--- src/design/pfde_pkg.sv ---
// ----------------------------------------------------------------------------
// pfde_pkg
// types, opcodes and glyph shapes of the framebuffer draw engine
// ----------------------------------------------------------------------------
package pfde_pkg;

    localparam logic [2:0] OP_CLEAR = 3'd0;
    localparam logic [2:0] OP_PIXEL = 3'd1;
    localparam logic [2:0] OP_LINE  = 3'd2;
    localparam logic [2:0] OP_RECT  = 3'd3;
    localparam logic [2:0] OP_GLYPH = 3'd4;
    localparam logic [2:0] OP_READ  = 3'd5;

    // coordinate width: 9-bit inputs plus rectangle and glyph extents
    localparam int CW = 11;
    // bresenham error term width
    localparam int EW = 13;

    typedef logic signed [CW-1:0] coord_t;
    typedef logic signed [EW-1:0] err_t;

    typedef struct packed {
        logic load;
        logic clr_wr;
        logic rd_pix;
        logic wr_pix;
        logic line_step;
        logic rect_init;
        logic rect_step;
        logic glyph_next;
        logic rd_byte;
        logic cap_byte;
        logic res_load;
    } cmd_t;

    typedef struct packed {
        logic       clr_last;
        logic       line_done;
        logic       rect_empty;
        logic       rect_last;
        logic       glyph_bit;
        logic       glyph_last;
        logic       out_free;
        logic [2:0] mode;
    } stat_t;

    function automatic logic [14:0] rows(input logic [2:0] r0, input logic [2:0] r1,
                                         input logic [2:0] r2, input logic [2:0] r3,
                                         input logic [2:0] r4);
        return {r0, r1, r2, r3, r4};
    endfunction

    // 3x5 shape, top row in the high bits, left column in the high bit of a row
    function automatic logic [14:0] glyph_shape(input logic [7:0] code);
        logic [7:0]  c;
        logic [14:0] s;
        c = (code >= 8'h61 && code <= 8'h7A) ? code - 8'd32 : code;
        unique case (c)
            8'h30: s = rows(3'd7, 3'd5, 3'd5, 3'd5, 3'd7);
            8'h31: s = rows(3'd2, 3'd6, 3'd2, 3'd2, 3'd7);
            8'h32: s = rows(3'd7, 3'd1, 3'd7, 3'd4, 3'd7);
            8'h33: s = rows(3'd7, 3'd1, 3'd7, 3'd1, 3'd7);
            8'h34: s = rows(3'd5, 3'd5, 3'd7, 3'd1, 3'd1);
            8'h35: s = rows(3'd7, 3'd4, 3'd7, 3'd1, 3'd7);
            8'h36: s = rows(3'd7, 3'd4, 3'd7, 3'd5, 3'd7);
            8'h37: s = rows(3'd7, 3'd1, 3'd1, 3'd1, 3'd1);
            8'h38: s = rows(3'd7, 3'd5, 3'd7, 3'd5, 3'd7);
            8'h39: s = rows(3'd7, 3'd5, 3'd7, 3'd1, 3'd7);
            8'h41: s = rows(3'd7, 3'd5, 3'd7, 3'd5, 3'd5);
            8'h42: s = rows(3'd6, 3'd5, 3'd6, 3'd5, 3'd6);
            8'h43: s = rows(3'd7, 3'd4, 3'd4, 3'd4, 3'd7);
            8'h44: s = rows(3'd6, 3'd5, 3'd5, 3'd5, 3'd6);
            8'h45: s = rows(3'd7, 3'd4, 3'd7, 3'd4, 3'd7);
            8'h46: s = rows(3'd7, 3'd4, 3'd7, 3'd4, 3'd4);
            8'h47: s = rows(3'd7, 3'd4, 3'd5, 3'd5, 3'd7);
            8'h48: s = rows(3'd5, 3'd5, 3'd7, 3'd5, 3'd5);
            8'h49: s = rows(3'd7, 3'd2, 3'd2, 3'd2, 3'd7);
            8'h4A: s = rows(3'd1, 3'd1, 3'd1, 3'd5, 3'd7);
            8'h4B: s = rows(3'd5, 3'd5, 3'd6, 3'd5, 3'd5);
            8'h4C: s = rows(3'd4, 3'd4, 3'd4, 3'd4, 3'd7);
            8'h4D: s = rows(3'd5, 3'd7, 3'd7, 3'd5, 3'd5);
            8'h4E: s = rows(3'd5, 3'd7, 3'd7, 3'd7, 3'd5);
            8'h4F: s = rows(3'd7, 3'd5, 3'd5, 3'd5, 3'd7);
            8'h50: s = rows(3'd7, 3'd5, 3'd7, 3'd4, 3'd4);
            8'h51: s = rows(3'd7, 3'd5, 3'd5, 3'd7, 3'd1);
            8'h52: s = rows(3'd7, 3'd5, 3'd7, 3'd6, 3'd5);
            8'h53: s = rows(3'd7, 3'd4, 3'd7, 3'd1, 3'd7);
            8'h54: s = rows(3'd7, 3'd2, 3'd2, 3'd2, 3'd2);
            8'h55: s = rows(3'd5, 3'd5, 3'd5, 3'd5, 3'd7);
            8'h56: s = rows(3'd5, 3'd5, 3'd5, 3'd5, 3'd2);
            8'h57: s = rows(3'd5, 3'd5, 3'd7, 3'd7, 3'd5);
            8'h58: s = rows(3'd5, 3'd5, 3'd2, 3'd5, 3'd5);
            8'h59: s = rows(3'd5, 3'd5, 3'd2, 3'd2, 3'd2);
            8'h5A: s = rows(3'd7, 3'd1, 3'd2, 3'd4, 3'd7);
            8'h3A: s = rows(3'd0, 3'd2, 3'd0, 3'd2, 3'd0);
            8'h2E: s = rows(3'd0, 3'd0, 3'd0, 3'd0, 3'd2);
            8'h2D: s = rows(3'd0, 3'd0, 3'd7, 3'd0, 3'd0);
            default: s = '0;
        endcase
        return s;
    endfunction

endpackage

--- src/design/pfde_ctrl.sv ---
// ----------------------------------------------------------------------------
// pfde_ctrl
// command sequencer: steps clear, plot, line, rectangle, glyph and read
// ----------------------------------------------------------------------------
module pfde_ctrl (
    input  logic          clk,
    input  logic          rst_n,
    input  logic          in_valid,
    input  logic [2:0]    in_opcode,
    output logic          in_ready,
    input  pfde_pkg::stat_t st,
    output pfde_pkg::cmd_t  ctl
);
    import pfde_pkg::*;

    localparam logic [3:0] S_BOOT  = 4'd0;
    localparam logic [3:0] S_IDLE  = 4'd1;
    localparam logic [3:0] S_CLR   = 4'd2;
    localparam logic [3:0] S_PRD   = 4'd3;
    localparam logic [3:0] S_PWR   = 4'd4;
    localparam logic [3:0] S_RINIT = 4'd5;
    localparam logic [3:0] S_GCHK  = 4'd6;
    localparam logic [3:0] S_GNEXT = 4'd7;
    localparam logic [3:0] S_READ  = 4'd8;
    localparam logic [3:0] S_RCAP  = 4'd9;
    localparam logic [3:0] S_FIN   = 4'd10;

    logic [3:0] state_reg, state_next;

    assign in_ready = (state_reg == S_IDLE);

    always_comb
    begin
        state_next = state_reg;
        ctl        = '0;
        unique case (state_reg)
            S_BOOT:
            begin
                ctl.clr_wr = 1'b1;
                if (st.clr_last)
                    state_next = S_IDLE;
            end
            S_IDLE:
            begin
                if (in_valid)
                begin
                    ctl.load = 1'b1;
                    unique case (in_opcode)
                        OP_CLEAR: state_next = S_CLR;
                        OP_PIXEL: state_next = S_PRD;
                        OP_LINE:  state_next = S_PRD;
                        OP_RECT:  state_next = S_RINIT;
                        OP_GLYPH: state_next = S_GCHK;
                        OP_READ:  state_next = S_READ;
                        default:  state_next = S_FIN;
                    endcase
                end
            end
            S_CLR:
            begin
                ctl.clr_wr = 1'b1;
                if (st.clr_last)
                    state_next = S_FIN;
            end
            S_PRD:
            begin
                ctl.rd_pix = 1'b1;
                state_next = S_PWR;
            end
            S_PWR:
            begin
                ctl.wr_pix = 1'b1;
                unique case (st.mode)
                    OP_LINE:
                    begin
                        if (st.line_done)
                            state_next = S_FIN;
                        else
                        begin
                            ctl.line_step = 1'b1;
                            state_next    = S_PRD;
                        end
                    end
                    OP_RECT:
                    begin
                        ctl.rect_step = 1'b1;
                        state_next    = st.rect_last ? S_FIN : S_PRD;
                    end
                    OP_GLYPH:
                    begin
                        ctl.rect_step = 1'b1;
                        state_next    = st.rect_last ? S_GNEXT : S_PRD;
                    end
                    default: state_next = S_FIN;
                endcase
            end
            S_RINIT:
            begin
                ctl.rect_init = 1'b1;
                state_next    = st.rect_empty ? S_FIN : S_PRD;
            end
            S_GCHK:
            begin
                if (st.glyph_bit && !st.rect_empty)
                begin
                    ctl.rect_init = 1'b1;
                    state_next    = S_PRD;
                end
                else
                    state_next = S_GNEXT;
            end
            S_GNEXT:
            begin
                if (st.glyph_last)
                    state_next = S_FIN;
                else
                begin
                    ctl.glyph_next = 1'b1;
                    state_next     = S_GCHK;
                end
            end
            S_READ:
            begin
                ctl.rd_byte = 1'b1;
                state_next  = S_RCAP;
            end
            S_RCAP:
            begin
                ctl.cap_byte = 1'b1;
                state_next   = S_FIN;
            end
            S_FIN:
            begin
                if (st.out_free)
                begin
                    ctl.res_load = 1'b1;
                    state_next   = S_IDLE;
                end
            end
            default: state_next = S_IDLE;
        endcase
    end

    always_ff @(posedge clk or negedge rst_n)
    begin
        if (!rst_n)
            state_reg <= S_BOOT;
        else
            state_reg <= state_next;
    end

endmodule

--- config.mk ---
export PLATFORM = sky130hd
export DESIGN_NAME = pfde_ctrl
export DESIGN_NICKNAME = d
export VERILOG_FILES = /design/src/design/pfde_pkg.sv /design/src/design/pfde_ctrl.sv
export SDC_FILE = /design/constraint.sdc
export NUM_CORES = 1
export LEC_CHECK = 0
export BUFFER_PORTS_ARGS = -buffer_cell sky130_fd_sc_hd__buf_4
export CAP_MARGIN = 20
export CORE_AREA = 2 2 39 41
export CTS_CLUSTER_DIAMETER = 80
export DETAILED_ROUTE_END_ITERATION = 7
export DIE_AREA = 0 0 41 43
export PLACE_DENSITY = 0.71
export SLEW_MARGIN = 20
export SYNTH_ARGS = -nofsm -noshare
export SYNTH_HDL_FRONTEND = slang
export SYNTH_SLANG_ARGS = --single-unit
--- constraint.sdc ---
create_clock -name clk -period 3.18 [get_ports clk]
set_input_delay 0.318 -clock clk [delete_from_list [all_inputs] [get_ports clk]]
set_output_delay 0.318 -clock clk [all_outputs]
set_load 0.02 [all_outputs]
# Yosys cells after proc, flatten, opt, wreduce, memory -nomap -nowiden
# Index checks and enable logic that the tools add are counted.
[word_totals] register_bits=4
[classes] reduce_logical=8 n_eq_ne=22 muxes=30
[ops] op="$pmux 4 s11" n=1
[ops] op="$mux 4" n=8
[ops] op="$pmux 4 s5" n=1
[ops] op="$eq 4x3->1 const B" n=4
[ops] op="$mux 1" n=15
[ops] op="$eq 3x2->1 const B" n=4
[ops] op="$eq 4x4->1 const B" n=3
[ops] op="$pmux 4 s3" n=1
[ops] op="$eq 3x3->1 const B" n=3
[ops] op="$eq 4x2->1 const B" n=2
[ops] op="$ne 2x2->1 const B" n=4
[ops] op="$mux 3" n=2
[ops] op="$reduce_or 2->1" n=3
[ops] op="$eq 4x1->1 const B" n=1
[ops] op="$logic_not 4->1" n=1
[ops] op="$reduce_and 4->1" n=1
[ops] op="$eq 3x1->1 const B" n=1
[ops] op="$logic_not 3->1" n=1
[ops] op="$mux 2" n=1
[ops] op="$pmux 1 s2" n=1
[ops] op="$logic_and 1x1->1" n=1
[ops] op="$logic_not 1->1" n=1

# Depth between registers and ports, before layout
[logic_depth] word_depth=5 depth_mapped=5

# Worst setup path before layout
# OpenSTA, ideal clock, no wires.
[synth_timing] path_type="reg-to-output" startpoint="register state_reg[1]" endpoint="output ctl[6] (netlist name)" required_time_ns=2.862 path_stages_with_launch=4 path_slack_ns=1.138 arrival_time_ns=1.724 cell_sequence="dfrtp_1 > or4b_1 > buf_2 > nor4_1"
[synth_lines] item="start, declared" line_no="pfde_ctrl.sv:28" text="logic [3:0] state_reg, state_next;"
[synth_lines] item="start signal, assigned" line_no="pfde_ctrl.sv:149" text="state_reg <= state_next;"
[synth_lines] item="end, declared" line_no="pfde_ctrl.sv:12" text="output pfde_pkg::cmd_t ctl"

==> metrics <==
power density cells 668.2 nW/µm²; post-route insts no fill 117; post-DP HPWL 1.124 mm; vias 659; Static Leak 0.3485 nW; top area cells in the synthesized netlist dfrtp_1 18%, nor3_1 9.0%, nand2b_1 7.9%; Congestion Overflow GR 0; YS warnings 0; effective utilization at floorplan 40.05%; first-pass GRT wire length 2.463 mm; CTS tree yes; mapped cell area 554.3 µm²; share of the synthesized area in the top cell type 18.06%; critical path's slowest cell or4b_1; FP Rows 14; Resized cells post-CTS 0; Netlist cell types 33; Worst VDD drop 0.0003263 V; post-route antenna net violation count 0; Slew Limit Fails 0; HP Start st[3]; postcts setup bufs 0; CTS Buffer Depth 2; asr flop ratio synth 100.0%; initial antenna violation count 0; Via density 5.632; FF-to-FF setup slack 1.45 ns; final critical-path share of the clock period 70.56%; Reg-to-Reg Start state_reg[3]; crit-path cells or4b_1 -> nor4_1 -> buf_4; I/O Pins 28; global placement routability congestion 0.7659; # DRC 0; worst skew pair latency 0.23 ns; Seq/Total Area, Yosys 18.06%; skew final 0.002252 ns; core outline area 1384 µm²; Final nets 119; height of the die 43 µm; largest net degree at the start of global routing 16; Max Fanout on Critical Path 15; routed length per instance 11.73 µm; achievable frequency 445.7 MHz; P&R area growth vs syn 41.53%; full die area 1763 µm²; fin crit period 2.244 ns; TritonCTS Buffers 3; hold endpoint state_reg[3]; Hold Path Stages 3; critical path required time 2.86 ns; max reg flops 4; final WL 1.372 mm; clock net sink count 4; MaxCap Viol Count 0; Inserted Diodes 0; Critical Path Start Type flop; worst min-delay path class input pin to flop; status completed; Synth Net Count 91; Tightest Pin Transition 0.4087 ns; die width 41 µm; setup violators final 0; cells after synthesis 75; number of flops mapped to enable cells by yosys 0; CP Class flop to output port; DR iter-0 viols 2; total track usage 19.48%; Final Hold Fails 0; IO Port Bufs 27; reg2reg path depth 4; fraction of layout cells with a size suffix above 1 33.66%; Clk pin slew, worst setup/hold paths 0.04 ns; Max stage delay on crit path 0.69 ns; syn avg cell area 7.390 µm²; CTS H-tree lvls 1; Rel. slew slack 72.05%; vias in the first global route 602; Arr. time, crit path 1.93 ns; endpoint class of the critical path output port; root buffer cell clkbuf_4; register bit count reported by yosys 4; placed cells 113; RSZ-0062 raised after global routing false; area leader, netlist dfrtp_1; DRT Pass-1 Iters 2; Fin Setup TNS 0 ns; Synth Flop Type dfrtp_1; RR Endpoint state_reg[1]
-- placed cells by master (no fill, tap or decap), drive strengths merged, types with 2 or more instances in the layout --
master  count
nand2b      7
nand2       4
a211oi      2
inv         4
a31oi       2
nor2b       2
clkbuf      3
or4b        3
mux2i       2
dfrtp       4
nor2        3
nand3b      4
o21ai       2
buf        27
a21oi       4
nor3       10
o22a        2
-- per-stage QoR --
step           cell area [µm²]  setup slack (ns)   power, W  hold slack, ns  utilization, %
6_report                 784.5            0.9363  0.0005242          0.4128           56.69
5_1_grt                  784.5            0.8170  0.0005818          0.4091           56.69
4_1_cts                  784.5            0.9430  0.0005292          0.4051           56.69
3_5_place_dp             752.0             1.206  0.0004645          0.1163           54.34
3_3_place_gp             752.0             1.227  0.0004627          0.1140           54.34
2_1_floorplan            554.3             1.138  0.0003610         0.02241               -
-- logic make-up after synthesis --
kind of cell    synth area share (%)
buf+inv                        7.222
compound gates                 27.77
xor+xnor                       1.580
mux                            3.612
simple gates                   41.76
flops                          18.06
-- power by group --
group          switching (W)   total, W  internal [W]  leakage [nW]
clock network      0.0000183  0.0000603     0.0000421        0.0138
registers          0.0000599   0.000130     0.0000698        0.0517
logic               0.000171   0.000334      0.000163         0.283
-- Yosys cell counts, drive strengths merged, types with 3 or more instances --
cell    number
nor3        10
nand2b       7
inv          4
nand3b       4
or4b         3
nand2        4
dfrtp        4
buf          5
a21oi        4
nor2         3
-- per-layer routing --
layer  global-route usage (%)  wire [µm]  up-vias  share of wire (%)
li1                         -          -      334                  -
met5                        0          0        -                  0
met1                    26.80        591      296                 43
met2                    28.75        648       25                 47
met4                    4.000         29        0                2.1
met3                    6.806        104        4                7.6
-- how the worst max path moves through the flow --
stage / from / to / cells past startpoint
global placement: state_reg[1] / ctl[6] / 3
global route: state_reg[1] / ctl[6] / 3
floorplan: state_reg[1] / ctl[6] / 3
detailed placement: state_reg[1] / ctl[6] / 3
CTS: state_reg[1] / ctl[6] / 3
finish: state_reg[1] / ctl[6] / 3
-- repair_timing --
item	in CTS	in global routing
endpoints found under the setup margin	0	0
endpoints found under the hold margin	4	0
hold buffers	1	0
-- worst max-delay path, delay by kind of cell (launching register included) --
family / cells / cell delay [ns]
buffers and inverters: 1 / 0.19
DFF: 1 / 0.52
and+or+nand+nor: 2 / 0.98
-- cell type report --
type | instances | area (µm²)
clock buffer | 3 | 22.52
fill | 141 | 599.3
inverter | 4 | 15.01
multi-input combinational | 62 | 414.1
sequential | 4 | 100.1
tap | 16 | 20.02
timing repair buffer | 28 | 212.7
Note: power is estimated with default switching activity, not from simulation.
